===== config.mk =====
export PLATFORM = sky130hd
export DESIGN_NAME = base64_stream_encoder_unit
export DESIGN_NICKNAME = d
export VERILOG_FILES = /design/src/hw/rtl/b64_pkg.sv /design/src/hw/rtl/b64_fifo.sv /design/src/hw/rtl/b64_front.sv /design/src/hw/rtl/b64_back.sv /design/src/hw/rtl/base64_stream_encoder_unit.sv
export VERILOG_INCLUDE_DIRS = /design/src /design/src/hw/rtl
export SDC_FILE = /design/constraint.sdc
export NUM_CORES = 1
export LEC_CHECK = 0
export BUFFER_PORTS_ARGS = -buffer_cell sky130_fd_sc_hd__buf_2
export CORE_UTILIZATION = 38
export DETAILED_ROUTE_END_ITERATION = 16
export PLACE_DENSITY = 0.66
export SETUP_SLACK_MARGIN = 0.2
export SLEW_MARGIN = 20
export SYNTH_ARGS = -nofsm -noshare
export SYNTH_HDL_FRONTEND = slang
export SYNTH_SLANG_ARGS = --single-unit

===== constraint.sdc =====
create_clock -name clk -period 5.25 [get_ports clk]
set_input_delay 1.05 -clock clk [delete_from_list [all_inputs] [get_ports clk]]
set_output_delay 1.05 -clock clk [all_outputs]
set_load 0.02 [all_outputs]

===== src/hw/rtl/base64_stream_encoder_unit_assert.svh =====
// assertion macros shared by the rtl modules
// each expects clk and arst_n in scope
`ifndef BASE64_STREAM_ENCODER_UNIT_ASSERT_SVH
`define BASE64_STREAM_ENCODER_UNIT_ASSERT_SVH

// plain property, checked out of reset
`define B64_ASSERT(lbl, prop, msg) \
	lbl: assert property (@(posedge clk) disable iff (!arst_n) (prop)) else $error(msg);

// same-cycle implication
`define B64_ASSERT_IMPL(lbl, ante, cons, msg) \
	lbl: assert property (@(posedge clk) disable iff (!arst_n) (ante) |-> (cons)) \
		else $error(msg);

// next-cycle implication
`define B64_ASSERT_NEXT(lbl, ante, cons, msg) \
	lbl: assert property (@(posedge clk) disable iff (!arst_n) (ante) |=> (cons)) \
		else $error(msg);

`endif


===== src/hw/rtl/b64_pkg.sv =====
`default_nettype none

package b64_pkg;

	// character codes
	localparam logic [7:0] CHAR_PAD     = 8'h3D;
	localparam logic [7:0] CHAR_NEWLINE = 8'h0A;

	// register map: word index taken from paddr[2]
	localparam logic REG_LINE_GROUPS = 1'b0;
	localparam logic [5:0] LINE_GROUPS_RESET = 6'd19;

	// one encoded group handed from front to back
	typedef struct packed {
		logic [23:0] grp;     // three bytes, missing ones zero
		logic [1:0]  pcnt;    // bytes in group minus one
		logic        nl;      // newline follows the group
	} job_t;

	// six-bit value to alphabet character
	function automatic logic [7:0] sym(input logic [5:0] v);
		logic [7:0] ve;
		logic [7:0] c;
		ve = {2'b00, v};
		case (v) inside
			[6'd0:6'd25]:  c = 8'h41 + ve;
			[6'd26:6'd51]: c = 8'h61 + ve - 8'd26;
			[6'd52:6'd61]: c = 8'h30 + ve - 8'd52;
			6'd62:         c = 8'h2B;
			default:       c = 8'h2F;
		endcase
		return c;
	endfunction

endpackage

`default_nettype wire


===== src/hw/rtl/b64_fifo.sv =====
`default_nettype none

module b64_fifo #(
	parameter int unsigned Depth = 2
) (
	input  wire                 clk,
	input  wire                 arst_n,
	input  wire                 push,
	input  wire b64_pkg::job_t  push_data,
	input  wire                 pop,
	output b64_pkg::job_t       pop_data,
	output logic                full,
	output logic                empty
);

	localparam int unsigned PtrW = (Depth > 1) ? $clog2(Depth) : 1;
	localparam int unsigned CntW = $clog2(Depth + 1);

	b64_pkg::job_t   mem_q [Depth];
	logic [PtrW-1:0] wr_ptr_q;
	logic [PtrW-1:0] rd_ptr_q;
	logic [CntW-1:0] count_q;

	logic do_push;
	logic do_pop;

	assign full     = (count_q == CntW'(Depth));
	assign empty    = (count_q == '0);
	assign do_push  = push && !full;
	assign do_pop   = pop && !empty;
	assign pop_data = mem_q[rd_ptr_q];

	// storage
	always_ff @(posedge clk) begin
		if (do_push) begin
			mem_q[wr_ptr_q] <= push_data;
		end
	end

	// pointers and fill count
	always_ff @(posedge clk or negedge arst_n) begin
		if (!arst_n) begin
			wr_ptr_q <= '0;
			rd_ptr_q <= '0;
			count_q  <= '0;
		end else begin
			if (do_push) begin
				wr_ptr_q <= (wr_ptr_q == PtrW'(Depth - 1)) ? '0 : wr_ptr_q + 1'b1;
			end
			if (do_pop) begin
				rd_ptr_q <= (rd_ptr_q == PtrW'(Depth - 1)) ? '0 : rd_ptr_q + 1'b1;
			end
			if (do_push && !do_pop) begin
				count_q <= count_q + 1'b1;
			end else if (do_pop && !do_push) begin
				count_q <= count_q - 1'b1;
			end
		end
	end

endmodule

`default_nettype wire


===== src/hw/rtl/b64_front.sv =====
`default_nettype none
`include "base64_stream_encoder_unit_assert.svh"

module b64_front (
	input  wire              clk,
	input  wire              arst_n,
	input  wire  [5:0]       line_groups,
	input  wire              s_tvalid,
	output logic             s_tready,
	input  wire  [7:0]       s_tdata,   // [7:0] data_byte
	input  wire              s_tlast,   // is_final
	input  wire              q_full,
	output logic             push,
	output b64_pkg::job_t    push_data
);

	logic [15:0] pend_q;
	logic [1:0]  pend_cnt_q;
	logic [5:0]  gol_q;

	logic       acc;
	logic       group_done;
	logic [5:0] gol_next;
	logic       nl;

	assign s_tready = !q_full;
	assign acc      = s_tvalid && s_tready;

	// group closes on the third byte or on a final byte
	assign group_done = s_tlast || (pend_cnt_q >= 2'd2);
	assign push       = acc && group_done;
	assign gol_next   = gol_q + 6'd1;
	assign nl         = (line_groups != 6'd0) && (gol_next >= line_groups);

	// assemble the group, missing bytes as zero
	always_comb begin
		push_data.pcnt = (pend_cnt_q >= 2'd2) ? 2'd2 : pend_cnt_q;
		push_data.nl   = nl;
		case (push_data.pcnt)
			2'd0:    push_data.grp = {s_tdata, 16'h0000};
			2'd1:    push_data.grp = {pend_q[15:8], s_tdata, 8'h00};
			default: push_data.grp = {pend_q, s_tdata};
		endcase
	end

	// pending bytes and line position
	always_ff @(posedge clk or negedge arst_n) begin
		if (!arst_n) begin
			pend_q     <= '0;
			pend_cnt_q <= '0;
			gol_q      <= '0;
		end else if (acc) begin
			if (!group_done) begin
				if (pend_cnt_q == 2'd0) begin
					pend_q <= {s_tdata, 8'h00};
				end else begin
					pend_q <= {pend_q[15:8], s_tdata};
				end
				pend_cnt_q <= pend_cnt_q + 2'd1;
			end else begin
				pend_q     <= '0;
				pend_cnt_q <= '0;
				gol_q      <= (nl || s_tlast) ? 6'd0 : gol_next;
			end
		end
	end

	`B64_ASSERT(a_cnt_range, pend_cnt_q != 2'd3, "pending count out of range")
	`B64_ASSERT_NEXT(a_fin_clears, acc && s_tlast, {pend_cnt_q, gol_q} == 8'd0, "stale state")
	`B64_ASSERT_NEXT(a_line_bound, push && line_groups != 6'd0, gol_q < line_groups, "missed wrap")

endmodule

`default_nettype wire


===== src/hw/rtl/b64_back.sv =====
`default_nettype none
`include "base64_stream_encoder_unit_assert.svh"

module b64_back (
	input  wire                 clk,
	input  wire                 arst_n,
	input  wire                 q_empty,
	input  wire b64_pkg::job_t  q_data,
	output logic                pop,
	output logic                m_tvalid,
	input  wire                 m_tready,
	output logic [7:0]          m_tdata,   // [7:0] out_char
	output logic                m_tlast    // run_last
);

	b64_pkg::job_t cur_q;
	logic          cur_valid_q;
	logic [2:0]    idx_q;
	logic          tvalid_q;
	logic [7:0]    tdata_q;
	logic          tlast_q;

	logic       out_free;
	logic       adv;
	logic [2:0] last_idx;
	logic       finish;
	logic [7:0] chr;

	assign out_free = !tvalid_q || m_tready;
	assign adv      = cur_valid_q && out_free;
	assign last_idx = cur_q.nl ? 3'd4 : 3'd3;
	assign finish   = adv && (idx_q == last_idx);
	assign pop      = !q_empty && (!cur_valid_q || finish);

	assign m_tvalid = tvalid_q;
	assign m_tdata  = tdata_q;
	assign m_tlast  = tlast_q;

	// character for the current slot of the group
	always_comb begin
		case (idx_q)
			3'd0:    chr = b64_pkg::sym(cur_q.grp[23:18]);
			3'd1:    chr = b64_pkg::sym(cur_q.grp[17:12]);
			3'd2:    chr = (cur_q.pcnt != 2'd0) ? b64_pkg::sym(cur_q.grp[11:6])
				: b64_pkg::CHAR_PAD;
			3'd3:    chr = (cur_q.pcnt == 2'd2) ? b64_pkg::sym(cur_q.grp[5:0])
				: b64_pkg::CHAR_PAD;
			default: chr = b64_pkg::CHAR_NEWLINE;
		endcase
	end

	// current group payload
	always_ff @(posedge clk) begin
		if (pop) begin
			cur_q <= q_data;
		end
	end

	// slot sequencing
	always_ff @(posedge clk or negedge arst_n) begin
		if (!arst_n) begin
			cur_valid_q <= 1'b0;
			idx_q       <= '0;
		end else if (pop) begin
			cur_valid_q <= 1'b1;
			idx_q       <= '0;
		end else if (finish) begin
			cur_valid_q <= 1'b0;
		end else if (adv) begin
			idx_q <= idx_q + 3'd1;
		end
	end

	// output register
	always_ff @(posedge clk or negedge arst_n) begin
		if (!arst_n) begin
			tvalid_q <= 1'b0;
		end else if (adv) begin
			tvalid_q <= 1'b1;
		end else if (m_tready) begin
			tvalid_q <= 1'b0;
		end
	end

	always_ff @(posedge clk) begin
		if (adv) begin
			tdata_q <= chr;
			tlast_q <= finish;
		end
	end

	`B64_ASSERT_IMPL(a_idx_range, cur_valid_q, idx_q <= last_idx, "slot index past end of group")
	`B64_ASSERT_NEXT(a_drain, finish && !pop, !cur_valid_q, "group not retired")
	`B64_ASSERT_IMPL(a_pop_busy, pop && cur_valid_q, finish, "group replaced before done")

endmodule

`default_nettype wire


===== src/hw/rtl/base64_stream_encoder_unit.sv =====
// Streaming base64 encoder, standard alphabet. Raw bytes enter on the s_ beat
// channel (tlast marks the final byte of a stream, which flushes a partial group
// with '=' padding and restarts line counting); characters leave on the m_
// channel, with tlast on the last character caused by an input byte. Every third
// byte (or a final byte) yields four characters, plus a newline when the line
// reaches line_groups groups (register at byte address 0, reset 19, 0 = no
// wrapping). The front end accepts one byte per cycle while the group queue has
// room; the back end sends one character per cycle while m_tready is high, so
// the output port sets the sustained rate. The byte that closes a group passes
// through the group queue, the current-group register and the output register
// before the first character of the group is valid on the output.
// QueueDepth sets the number of groups buffered between the two ends.
`default_nettype none

module base64_stream_encoder_unit #(
	parameter int unsigned QueueDepth = 2
) (
	input  wire         clk,
	input  wire         arst_n,
	// input stream
	input  wire         s_tvalid,
	output logic        s_tready,
	input  wire  [7:0]  s_tdata,   // [7:0] data_byte
	input  wire         s_tlast,   // is_final
	// output stream
	output logic        m_tvalid,
	input  wire         m_tready,
	output logic [7:0]  m_tdata,   // [7:0] out_char
	output logic        m_tlast,   // run_last
	// register port
	input  wire         psel,
	input  wire         penable,
	input  wire         pwrite,
	input  wire  [2:0]  paddr,
	input  wire  [31:0] pwdata,
	output logic [31:0] prdata,
	output logic        pready
);

	logic [5:0]    line_groups_q;
	logic          q_full;
	logic          q_empty;
	logic          push;
	logic          pop;
	b64_pkg::job_t push_data;
	b64_pkg::job_t pop_data;

	// register access
	assign pready = 1'b1;
	assign prdata = (paddr[2] == b64_pkg::REG_LINE_GROUPS) ? {26'd0, line_groups_q} : 32'd0;

	always_ff @(posedge clk or negedge arst_n) begin
		if (!arst_n) begin
			line_groups_q <= b64_pkg::LINE_GROUPS_RESET;
		end else if (psel && penable && pwrite && pready
			&& paddr[2] == b64_pkg::REG_LINE_GROUPS) begin
			line_groups_q <= pwdata[5:0];
		end
	end

	b64_front u_front (
		.clk         (clk),
		.arst_n      (arst_n),
		.line_groups (line_groups_q),
		.s_tvalid    (s_tvalid),
		.s_tready    (s_tready),
		.s_tdata     (s_tdata),
		.s_tlast     (s_tlast),
		.q_full      (q_full),
		.push        (push),
		.push_data   (push_data)
	);

	b64_fifo #(
		.Depth (QueueDepth)
	) u_fifo (
		.clk       (clk),
		.arst_n    (arst_n),
		.push      (push),
		.push_data (push_data),
		.pop       (pop),
		.pop_data  (pop_data),
		.full      (q_full),
		.empty     (q_empty)
	);

	b64_back u_back (
		.clk      (clk),
		.arst_n   (arst_n),
		.q_empty  (q_empty),
		.q_data   (pop_data),
		.pop      (pop),
		.m_tvalid (m_tvalid),
		.m_tready (m_tready),
		.m_tdata  (m_tdata),
		.m_tlast  (m_tlast)
	);

endmodule

`default_nettype wire


Word level (Yosys, flattened, before mapping)
Memories as Yosys holds them, arrays and structs flattened. A register that Yosys moved wholly into a read port is not among the register bits.
Cells that the tools add are included.
{"block": "word_totals", "reg_bits": 48, "mem_bits_rw": 54, "output_inout_bits": 44, "memories": 1}
{"name": "u_fifo.mem_q", "depth": 2, "word_bits": 27, "rd": 1, "rd_ports_with_merged_regs": 1, "wr": 1, "line_no": "b64_fifo.sv:19", "text": "b64_pkg::job_t mem_q [Depth];"}
{"block": "op_classes", "n_addsub": 27, "magnitude_cmp": 26, "n_eq_ne": 12, "n_mux": 40, "bitwise": 1, "reduce_logical": 49}
{"operator": "two-way mux 8 bit", "n": 14}
{"operator": "adder 7 x 6 -> 8 bit, first input constant", "n": 8}
{"operator": "<= comparator 6 bit, second input constant", "n": 8}
{"operator": "one-hot mux 24 bit (2 select lines)", "n": 1}
{"operator": "two-way mux 16 bit", "n": 2}
{"operator": "one-hot mux 8 bit (4 select lines)", "n": 1}
{"operator": "subtractor 8 x 5 -> 8 bit, second input constant", "n": 4}
{"operator": "subtractor 8 x 6 -> 8 bit, second input constant", "n": 4}
{"operator": "adder 6 x 6 -> 7 bit, first input constant", "n": 4}
{"operator": "logical AND 1 bit", "n": 25}
{"operator": "equality test 6 bit, second input constant", "n": 4}
{"operator": ">= comparator 6 x 1 -> 1 bit, second input constant", "n": 4}
{"operator": ">= comparator 6 x 5 -> 1 bit, second input constant", "n": 4}
{"operator": ">= comparator 6 bit, second input constant", "n": 4}
{"operator": "<= comparator 6 x 5 -> 1 bit, second input constant", "n": 4}
{"operator": "two-way mux 3 bit", "n": 8}
{"operator": "two-way mux 6 bit", "n": 2}
{"operator": "nonzero test 2 bit", "n": 6}
{"operator": "two-way mux 1 bit", "n": 8}
{"operator": "two-way mux 2 bit", "n": 4}
{"operator": "adder 6 x 1 -> 6 bit, second input constant", "n": 1}
{"operator": "equality test 3 x 2 -> 1 bit, second input constant", "n": 2}
{"operator": ">= comparator 6 bit", "n": 1}
{"operator": "logical NOT 1 bit", "n": 6}
{"operator": "16 further kinds", "n": 26}

Logic depth before layout (Yosys ltp)
Gate-level depths: netlist of the first run.
{"block": "depth", "ltp_word": 10, "mapped_depth": 10}

By module
Synthesis of the first run repeated with hierarchy kept, for this count alone.
{"block": "hier_totals", "hier_cells": 694, "hier_area_um2": 7887.6}
{"module": "b64_back", "n_inst": 1, "cells_per_inst": 394, "area_per_inst_um2": 3642.2, "seq_area_each_um2": 1206.2}
{"module": "b64_fifo", "n_inst": 1, "cells_per_inst": 103, "area_per_inst_um2": 2244.7, "seq_area_each_um2": 1721.7}
{"module": "b64_front", "n_inst": 1, "cells_per_inst": 149, "area_per_inst_um2": 1492.7, "seq_area_each_um2": 600.6}
{"module": "base64_stream_encoder_unit", "n_inst": 1, "cells_per_inst": 48, "area_per_inst_um2": 508.0, "seq_area_each_um2": 153.9}

Worst setup path before layout of the first run
Ideal clock, no wire load.
{"block": "synth_path", "path_kind": "in2reg", "startpoint": "input port s_tvalid", "endpoint": "memory u_fifo.mem_q[0][0] in the netlist's numbering, enable pin", "setup_time_ns": 0.411, "arrival_ns": 2.709, "required_ns": 4.839, "setup_slack_ns": 2.130, "stages": 4, "n_path_buf": 1, "path_cell_list": "and2_1 > clkbuf_1 > nand2_1 > nor2_1"}
{"block": "synth_between", "elab_chain_len": 5}
{"item": "from (decl)", "line_no": "base64_stream_encoder_unit.sv:21", "text": "input wire s_tvalid,"}
{"item": "logical AND 1 bit", "line_no": "b64_front.sv:27", "text": "assign acc = s_tvalid && s_tready;"}
{"item": "logical AND 1 bit", "line_no": "b64_front.sv:31", "text": "assign push = acc && group_done;"}
{"item": "logical AND 1 bit", "line_no": "b64_fifo.sv:29", "text": "assign do_push = push && !full;"}
{"item": "two-way mux 1 bit", "line_no": "b64_fifo.sv:35", "text": "if (do_push) begin"}
{"item": "two-way mux 1 bit (not written as such)", "line_no": "b64_fifo.sv:36", "text": "mem_q[wr_ptr_q] <= push_data;"}
{"item": "to (decl)", "line_no": "b64_fifo.sv:19"}
No other way between the ends.

Worst setup path after layout of the first run
{"block": "layout_path", "startpoint": "register u_back.cur_q[5] (netlist name)", "endpoint": "register u_back.tdata_q[4], in the netlist u_back.m_tdata[4], data pin"}
{"block": "layout_between", "elab_chain_len": 7, "elab_cells_between_ends": 19, "classes_between": "add/sub: 5; order compare: 6; mux: 5; reduce/logical: 3"}
{"item": "adder 6 x 6 -> 7 bit, or another cell as far along", "line_no": "b64_pkg.sv:28", "text": "[6'd52:6'd61]: c = 8'h30 + ve - 8'd52;"}
{"item": "subtractor 8 x 6 -> 8 bit / logical AND 1 bit (equally long branches)", "line_no": "b64_pkg.sv:28, b64_back.sv:46"}
{"item": "two-way mux 8 bit (2 in series)", "line_no": "b64_pkg.sv:25", "text": "case (v) inside"}
{"item": "two-way mux 8 bit *", "line_no": "b64_pkg.sv:25"}
{"item": "two-way mux 8 bit *", "line_no": "b64_back.sv:46", "text": "3'd3: chr = (cur_q.pcnt == 2'd2) ? b64_pkg::sym(cur_q.grp[5:0])"}
{"item": "one-hot mux 8 bit (4 select lines) *", "line_no": "b64_back.sv:41", "text": "case (idx_q)"}
{"item": "via u_back.chr[4]", "line_no": "b64_back.sv:27", "text": "logic [7:0] chr;"}
{"item": "to (signal assigned)", "line_no": "b64_back.sv:87", "text": "tdata_q <= chr;"}
{"item": "to (decl)", "line_no": "b64_back.sv:20", "text": "logic [7:0] tdata_q;"}
Mark *: on every way through the listed nets, which the timed path passes. The rest lies on a longest branch.
A chain may end at the register's enable or synchronous reset.

==> results.sh, run 1 <==
export IMPL_outcome="finished, final reports clean"
export IMPL_crit_chain="inv_1 -> ha_1 -> a21o_1 -> a221oi_2 -> nor4b_1 -> nor4b_1 -> o32ai_1 -> or4_1"
export IMPL_p_leak_nw=3.85
export IMPL_cts_setup_buffers=0
export IMPL_cts_tree="built"
export IMPL_async_flop_share_pct=30.2
export IMPL_numClockSinks=129
export IMPL_crit_slowest_cell="edfxtp_1"
export IMPL_maxCapViolCount=0
export IMPL_hold_violations=0
export IMPL_synthMuxAreaShare_pct=5.82
export IMPL_worstSetupStartpointType="flip-flop"
export IMPL_worstMarginPinSlew_ns=0.888
export IMPL_synth_compound_area_share_pct=16.0
export IMPL_drt_wl_total_um=18600
export IMPL_holdWs_ns=0.487
export IMPL_diodes=0
export IMPL_r2r_slack_ns=1.92
export IMPL_cts_hold_buffers=0
export IMPL_clock_latency_ns=0.42
export IMPL_synthAdderAreaFrac_pct=10.9
export IMPL_clockBufferDepth=2
export IMPL_wl_per_cell_um=16.5
export IMPL_maxSlewHeadroom_pct=40.8
export IMPL_final_nets=959
export IMPL_synth_area_per_cell_um2=10.7
export IMPL_cts_resized=0
export IMPL_max_vdd_ir_drop_v=0.000340
export IMPL_grt_pass1_wl_um=30300
export IMPL_grt_pass1_vias=5906
export IMPL_place_hpwl_um=13400
export IMPL_coreArea_um2=21900
export IMPL_die_h_um=152
export IMPL_drc=0
export IMPL_fmax_ghz=0.300
export IMPL_maxSlewViolCount=0
export IMPL_drtIter0Drc=420
export IMPL_synthCells=796
export IMPL_place_inst=1095
export IMPL_cts_root_buf="clkbuf_16"
export IMPL_io_pins=95
export IMPL_grt_remaining_overflow=0
export IMPL_cp_common_cell="nor4b_1"
export IMPL_rsz0062_at_grt="false"
export IMPL_setup_viol=0
export IMPL_yosysUniqueCellTypes=73
export IMPL_fin_crit_sh_pct=63.5
export IMPL_gp_congestion=0.914
export IMPL_cp_end_kind="flip-flop"
export IMPL_cp_arrival_ns=3.48
export IMPL_fin_util_pct=43.5
export IMPL_syn2layout_area_growth_pct=11.9
export IMPL_path_clk_slew_ns=0.07
export IMPL_synth_edf_count=90
export IMPL_hold_path_class="flip-flop to flip-flop"
export IMPL_final_cells=1127
export IMPL_first_pass_iters=5
export IMPL_synth_top_family_by_area="compound AO/OA/AOI/OAI gates"
export IMPL_cp_top_family="simple AND/OR/NAND/NOR gates"
export IMPL_finClkSkew_ns=0.0137
export IMPL_vias=6145
export IMPL_critical_path_max_stage_delay_ns=0.63
export IMPL_synthFlopType="edfxtp_1"
export IMPL_die_area_um2=23000
export IMPL_synth_seq_area_share_pct=43.3
export IMPL_die_w_um=152
export IMPL_crit_buf_inv=1
export IMPL_cts_max_level=4
export IMPL_cellPowerDensity_nw_per_um2=504
export IMPL_fin_setup_tns_ns=0
export IMPL_grt_max_degree=40
export IMPL_antenna_found_initial=0
export IMPL_drive_above_1_share_pct=16.2
export IMPL_worst_setup_path_type="flip-flop to flip-flop"
export IMPL_fin_crit_ns=3.33
export IMPL_cts_inserted_buffers=17
export IMPL_ys_warn_count=0
export IMPL_portBuffers=39
export IMPL_synth_xor_area_share_pct=4.01
export IMPL_synth_seq_cells=129
export IMPL_crit_required_ns=5.40
export IMPL_syn_area_um2=8510
export IMPL_num_rows=54
export IMPL_yosys_area_share_simple_pct=14.3
export IMPL_via_per_inst=5.45
export IMPL_grt_total_usage_pct=17.1
export IMPL_path_max_fanout=11
export IMPL_ant_nets=0
export IMPL_start_util_pct=38.9
-- power breakdown --
part / total (W) / internal (W) / switching (W)
Sequential: 0.00174 / 0.00151 / 0.000221
Clock: 0.00127 / 0.000801 / 0.000465
Combinational: 0.00180 / 0.000715 / 0.00108
Total: 0.00480 / 0.00303 / 0.00177
-- worst register-to-register path: stages (launching register included) --
cell,delay (ns)
edfxtp_1,0.63
inv_1,0.16
ha_1,0.27
a21o_1,0.23
a221oi_2,0.41
nor4b_1,0.10
nor4b_1,0.53
o32ai_1,0.20
or4_1,0.53
-- cell families after synthesis --
logic type	count (synthesis)
and+or+nand+nor	233
buffers and inverters	97
adders and majority gates	74
AOI/OAI and AO/OA	177
muxes	45
other	2
DFF	129
xor gates and xnor gates	39
-- layer usage --
layer / GRT usage, % / vias to the layer above / part of all wire (%)
li1: - / 2986 / -
met1: 23.6 / 2981 / 48
met2: 26.8 / 157 / 47
met3: 3.14 / 21 / 4.0
met4: 5.54 / 0 / 1.6
met5: 0 / - / 0
-- registers in the layout, summed over array words and instances, names as in the netlist --
name / cells
u_fifo.mem_q: 54
u_back.m_tlast: 1
u_front.gol_q: 6
u_back.m_tdata: 8
u_front.pend_cnt_q: 2
u_back.cur_valid_q: 1
line_groups_q: 6
u_fifo.wr_ptr_q: 1
u_fifo.count_q: 2
u_back.idx_q: 3
u_back.m_tvalid: 1
u_fifo.rd_ptr_q: 1
u_front.pend_q: 16
u_back.cur_q: 27
-- metrics by stage --
step                instance area [µm²]  total power, W  setup slack (ns)
floorplan                          8600         0.00307              2.13
global placement                   8890         0.00350              2.07
detailed placement                 8890         0.00353              2.05
CTS                                9520         0.00482              2.03
global route                       9520         0.00510              1.81
finish                             9520         0.00480              1.92
-- layout by cell type, fill, tap and decap left out, types with 14 or more instances in the layout --
master,Yosys,routed
xnor2_1,27,27
nand3_1,18,18
o21ai_0,25,25
nand4_1,14,14
buf_2,5,39
edfxtp_1,90,90
ha_1,74,74
conb_1,2,27
dfrtp_1,36,36
mux2_2,36,36
and2_1,16,16
inv_1,47,47
nand2_1,41,41
nor2_1,55,54
nor3_1,16,16
a22o_1,33,33
clkbuf_16,0,17
a21oi_1,18,18
-- path summary, 6_finish.rpt --
kind | depth (start not counted) | startpoint | to
max | 8 | u_back.cur_q[5] | u_back.m_tdata[4]
min | 1 | u_back.cur_valid_q | u_back.m_tvalid
max reg2reg | 8 | u_back.cur_q[5] | u_back.m_tdata[4]
min reg2reg | 1 | u_back.cur_valid_q | u_back.m_tvalid
max in group asynchronous | 1 | arst_n | u_front.pend_q[4]
min in group asynchronous | 1 | arst_n | line_groups_q[3]
-- Yosys cell counts, drive strengths merged (5+ instances only) --
master,n,area (µm²)
o211ai,10,75.1
nand2b,9,56.3
clkbuf,14,52.6
or3,10,67.6
nor4,11,68.8
nor2b,13,81.3
a311oi,5,43.8
a31oi,7,43.8
edfxtp,90,2700
xnor2,27,236
o311ai,9,86.3
a21oi,18,90.1
inv,47,176
nor2,56,213
a22o,33,289
ha,74,926
or2,7,43.8
mux2,36,405
o21ai,26,130
a221oi,8,82.6
mux2i,9,90.1
nand2,41,154
a211oi,6,45.0
and3,9,56.3
and2,16,100
a21o,9,68.8
nor3,16,80.1
xor2,12,105
nand3,19,100
dfrtp,36,901
buf,36,250
nand4,14,87.6
-- final cells by class --
cell class / instances / area [µm²]
Clock buffer: 17 / 425
Fill cell: 2084 / 12400
Sequential cell: 129 / 3680
Inverter: 47 / 176
Clock inverter: 15 / 206
Multi-Input combinational cell: 595 / 4440
Tap cell: 280 / 350
Timing Repair Buffer: 44 / 233
No activity file was read; power rests on OpenSTA's default activity.
==> run 2, diff against run 1 <==
==> constraint.sdc (replaced) <==
create_clock -name clk -period 3.4 [get_ports clk]
set_input_delay 0.68 -clock clk [delete_from_list [all_inputs] [get_ports clk]]
set_output_delay 0.68 -clock clk [all_outputs]
set_load 0.02 [all_outputs]
==> results.sh, run 2 (synthesis results as in run 1) <==
export IMPL_drtIter0Drc=426
export IMPL_die_w_um=152
export IMPL_p_leak_nw=3.89
export IMPL_largest_reg_flops=54
export IMPL_worst_setup_path_type="flip-flop to flip-flop"
export IMPL_ant_nets=0
export IMPL_diodes=0
export IMPL_grt_total_usage_pct=16.9
export IMPL_fin_setup_tns_ns=0
export IMPL_antenna_found_initial=0
export IMPL_outcome="finished, final reports clean"
export IMPL_fin_crit_sh_pct=87.8
export IMPL_cts_setup_buffers=0
export IMPL_maxSlewViolCount=0
export IMPL_wl_per_cell_um=16.3
export IMPL_layout_commonest_cell="edfxtp_1"
export IMPL_clock_latency_ns=0.42
export IMPL_drt_wl_total_um=18600
export IMPL_cp_arrival_ns=3.14
export IMPL_fin_crit_ns=2.99
export IMPL_final_nets=970
export IMPL_final_cell_mix="90 x edfxtp_1, 74 x ha_1, 54 x nor2_1"
export IMPL_clockBufferDepth=2
export IMPL_fillCellCount=2132
export IMPL_path_max_fanout=9
export IMPL_grt_remaining_overflow=0
export IMPL_start_util_pct=38.9
export IMPL_r2r_slack_ns=0.41
export IMPL_grt_max_degree=40
export IMPL_hold_path_class="input pin to async pin"
export IMPL_r2r_cells=8
export IMPL_stdcell_area_um2=9580
export IMPL_place_hpwl_um=13800
export IMPL_hold_violations=0
export IMPL_portBuffers=39
export IMPL_worst_r2r_endpoint="u_back.m_tdata[4]"
export IMPL_path_clk_slew_ns=0.07
export IMPL_numClockSinks=129
export IMPL_finClkSkew_ns=0.0146
export IMPL_grt_pass1_vias=5791
export IMPL_maxCapViolCount=0
export IMPL_via_per_inst=5.46
export IMPL_cts_inserted_buffers=17
export IMPL_rsz0062_at_grt="false"
export IMPL_die_area_um2=23000
export IMPL_worstSetupStartpointType="flip-flop"
export IMPL_coreArea_um2=21900
export IMPL_vias=6211
export IMPL_max_vdd_ir_drop_v=0.000584
export IMPL_cts_tree="built"
export IMPL_num_rows=54
export IMPL_regMostFlops="u_fifo.mem_q"
export IMPL_setup_slack_ns=0.414
export IMPL_syn2layout_area_growth_pct=12.6
export IMPL_io_pins=95
export IMPL_cp_end_kind="flip-flop"
export IMPL_crit_required_ns=3.55
export IMPL_gp_congestion=0.919
export IMPL_setup_viol=0
export IMPL_worstMarginPinSlew_ns=0.879
export IMPL_first_pass_iters=5
export IMPL_cellPowerDensity_nw_per_um2=769
export IMPL_die_h_um=152
export IMPL_rr_startpoint="u_back.cur_q[9]"
export IMPL_post_place_ws_ns=0.419
export IMPL_largest_registers="u_fifo.mem_q: 54 flops, u_back.cur_q: 27 flops, u_front.pend_q: 16 flops"
export IMPL_maxSlewHeadroom_pct=41.4
export IMPL_drc=0
export IMPL_fmax_ghz=0.335
export IMPL_placed_area_um2=8970
export IMPL_cts_max_level=4
export IMPL_drive_above_1_share_pct=17.1
export IMPL_cts_root_buf="clkbuf_16"
export IMPL_grt_pass1_wl_um=30000
-- run 2: worst max-delay path by stage --
stage | start | to | cells after the start
after global placement | u_back.cur_q[3] | u_back.m_tdata[4] | 8
after CTS | u_back.cur_q[3] | u_back.m_tdata[4] | 8
after global routing | u_back.cur_q[17] | u_back.m_tdata[4] | 8
after floorplan | u_fifo.count_q[0] | u_fifo.mem_q[0][0] | 5
after detailed placement | u_back.cur_q[3] | u_back.m_tdata[4] | 8
final | u_back.cur_q[9] | u_back.m_tdata[4] | 8
-- run 2: layer usage --
| layer | vias up | share of wire, % | GRT usage [%] | wire, µm |
|---|---|---|---|---|
| li1 | 3022 | - | - | - |
| met1 | 3009 | 49 | 23.5 | 9060 |
| met2 | 159 | 45 | 26.1 | 8400 |
| met3 | 21 | 4.2 | 3.29 | 783 |
| met4 | 0 | 1.7 | 5.69 | 320 |
| met5 | - | 0 | 0 | 0 |
-- run 2: worst max-delay path: stages (launching register included) --
cell	delay (ns)
edfxtp_1	0.59
inv_1	0.16
ha_1	0.29
nor2b_1	0.13
o21a_1	0.18
a221oi_1	0.56
a21o_1	0.20
a311oi_1	0.05
or4_1	0.58
-- run 2: timing repair --
item,CTS,global route
hold buffers,0,0
setup endpoints to repair,0,1
resized for setup,0,1
-- run 2: where the power goes --
group | switching [W] | internal, W | leakage (nW) | total [W]
combinational | 0.00171 | 0.00113 | 2.28 | 0.00284
sequential | 0.000307 | 0.00234 | 1.33 | 0.00264
clock | 0.000717 | 0.00116 | 0.283 | 0.00188
total | 0.00273 | 0.00463 | 3.89 | 0.00737
-- run 2: layout make-up --
class | instances | area (µm²) | share of cell area (%)
sequential | 129 | 3680 | 38.4
inverter | 47 | 176 | 1.84
tap | 280 | 350 | 3.66
multi-input combinational | 595 | 4450 | 46.4
clock inverter | 14 | 179 | 1.87
timing repair buffer | 55 | 315 | 3.29
clock buffer | 18 | 429 | 4.48
-- run 2: through the flow --
step / power, W / hold WS, ns / util [%] / cells
floorplan: 0.00474 / 0.384 / - / 821
global placement: 0.00544 / 0.473 / 41.0 / 1106
detailed placement: 0.00550 / 0.472 / 41.0 / 1106
CTS: 0.00739 / 0.404 / 43.7 / 1138
global route: 0.00783 / 0.453 / 43.8 / 1138
finish: 0.00737 / 0.385 / 43.8 / 1138
==> run 3, diff against run 2 <==
--- a/config.mk
+++ b/config.mk
@@ -7,9 +7,9 @@
 export NUM_CORES = 1
 export LEC_CHECK = 0
 export BUFFER_PORTS_ARGS = -buffer_cell sky130_fd_sc_hd__buf_2
-export CORE_UTILIZATION = 38
+export CORE_UTILIZATION = 25
 export DETAILED_ROUTE_END_ITERATION = 16
-export PLACE_DENSITY = 0.66
+export PLACE_DENSITY = 0.51
 export SETUP_SLACK_MARGIN = 0.2
 export SLEW_MARGIN = 20
 export SYNTH_ARGS = -nofsm -noshare
==> results.sh, run 3 (synthesis results as in run 1) <==
export IMPL_place_hpwl_um=14700
export IMPL_ant_nets=0
export IMPL_die_h_um=186
export IMPL_hold_violations=0
export IMPL_regMostFlops="u_fifo.mem_q"
export IMPL_maxSlewViolCount=0
export IMPL_p_total_w=0.00740
export IMPL_final_cell_mix="90 x edfxtp_1, 74 x ha_1, 54 x nor2_1"
export IMPL_path_clk_slew_ns=0.07
export IMPL_setup_viol=0
export IMPL_grt_pass1_vias=5845
export IMPL_grt_total_usage_pct=11.5
export IMPL_cp_end_kind="flip-flop"
export IMPL_clock_latency_ns=0.42
export IMPL_diodes=0
export IMPL_drt_wl_total_um=19800
export IMPL_coreArea_um2=33500
export IMPL_layout_commonest_cell="edfxtp_1"
export IMPL_maxCapViolCount=0
export IMPL_worstSetupStartpointType="flip-flop"
export IMPL_fin_crit_sh_pct=86.3
export IMPL_drc=0
export IMPL_fin_util_pct=29.3
export IMPL_r2r_cells=8
export IMPL_power_frac_comb_pct=38.8
export IMPL_die_area_um2=34800
export IMPL_grt_remaining_overflow=0
export IMPL_io_pins=95
export IMPL_wl_per_cell_um=15.1
export IMPL_path_max_fanout=9
export IMPL_worst_setup_path_type="flip-flop to flip-flop"
export IMPL_cts_tree="built"
export IMPL_holdWs_ns=0.391
export IMPL_cts_max_level=4
export IMPL_clockBufferDepth=2
export IMPL_grt_pass1_wl_um=32000
export IMPL_first_pass_iters=5
export IMPL_outcome="finished, final reports clean"
export IMPL_maxSlewHeadroom_pct=38.3
export IMPL_cts_inserted_buffers=17
export IMPL_hold_path_class="input pin to async pin"
export IMPL_num_rows=67
export IMPL_grt_max_degree=40
export IMPL_p_leak_nw=3.93
export IMPL_start_util_pct=25.4
export IMPL_clockPowerShare_pct=25.1
export IMPL_die_w_um=186
export IMPL_fmax_ghz=0.341
export IMPL_pwr_share_seq_pct=36.1
export IMPL_cts_root_buf="clkbuf_16"
export IMPL_via_per_inst=4.66
export IMPL_worstMarginPinSlew_ns=0.926
export IMPL_drive_above_1_share_pct=18.1
export IMPL_drtIter0Drc=455
export IMPL_crit_required_ns=3.55
export IMPL_largest_reg_flops=54
export IMPL_p_int_w=0.00460
export IMPL_swShare_pct=37.9
export IMPL_cellPowerDensity_nw_per_um2=753
export IMPL_finClkSkew_ns=0.0131
export IMPL_cp_arrival_ns=3.08
export IMPL_portBuffers=39
export IMPL_rsz0062_at_grt="false"
export IMPL_gp_congestion=0.899
export IMPL_fin_setup_tns_ns=0
export IMPL_largest_registers="u_fifo.mem_q: 54 flops, u_back.cur_q: 27 flops, u_front.pend_q: 16 flops"
export IMPL_max_vdd_ir_drop_v=0.000318
export IMPL_numClockSinks=129
export IMPL_syn2layout_area_growth_pct=15.6
export IMPL_antenna_found_initial=0
export IMPL_vias=6116
export IMPL_p_sw_w=0.00281
export IMPL_cts_resized=0
export IMPL_cts_hold_buffers=0
export IMPL_final_nets=976
export IMPL_fin_crit_ns=2.93
export IMPL_cts_setup_buffers=0
-- run 3: layout make-up --
class	count	area, µm²
fillers	3514	23700
multi-input cells	595	4460
flip-flops and latches	129	3680
well taps	448	561
clock buffers	17	425
repair buffers	61	360
inverters	47	176
clock inverters	15	173
-- run 3: final timing paths --
| kind | startpoint | endpoint | slack, ns |
|---|---|---|---|
| max | u_back.cur_q[3] | u_back.m_tdata[4] | 0.47 |
| min | arst_n | u_front.pend_q[12] | 0.39 |
| max reg2reg | u_back.cur_q[3] | u_back.m_tdata[4] | 0.47 |
| min reg2reg | u_back.cur_valid_q | u_back.m_tvalid | 0.48 |
| max in group asynchronous | arst_n | u_back.idx_q[2] | 2.41 |
| min in group clk | u_back.cur_valid_q | u_back.m_tvalid | 0.48 |
-- run 3: stage by stage --
| step | setup slack [ns] | instances | instance area (µm²) |
|---|---|---|---|
| final | 0.466 | 1312 | 9830 |
| after global routing | 0.230 | 1312 | 9830 |
| after CTS | 0.294 | 1312 | 9820 |
| after detailed placement | 0.321 | 1280 | 9220 |
| after global placement | 0.348 | 1280 | 9220 |
| after floorplan | 0.607 | 821 | 8600 |
-- run 3: critical path, cell delays in order (launching register included) --
cell and delay [ns]:
edfxtp_1 0.56, inv_1 0.11, ha_1 0.28, nor2b_1 0.21, nor3_1 0.11, nor3_1 0.36
nor4b_2 0.34, o32ai_1 0.18, or4_1 0.51
-- run 3: power by group through the flow --
stage	clock network [W]	registers (W)	logic [W]
floorplan	0	0.00263	0.00211
global placement	0	0.00270	0.00286
detailed placement	0	0.00271	0.00286
CTS	0.00190	0.00268	0.00288
global route	0.00198	0.00273	0.00318
finish	0.00186	0.00268	0.00287
-- run 3: metal layers --
layer  global-route usage [%]  vias to the layer above  share of wire [%]
met2                     17.5                      137                 45
met3                     2.69                       13                4.2
met1                     16.1                     2938                 50
li1                         -                     3028                  -
met4                     3.22                        0                1.1
met5                        0                        -                  0
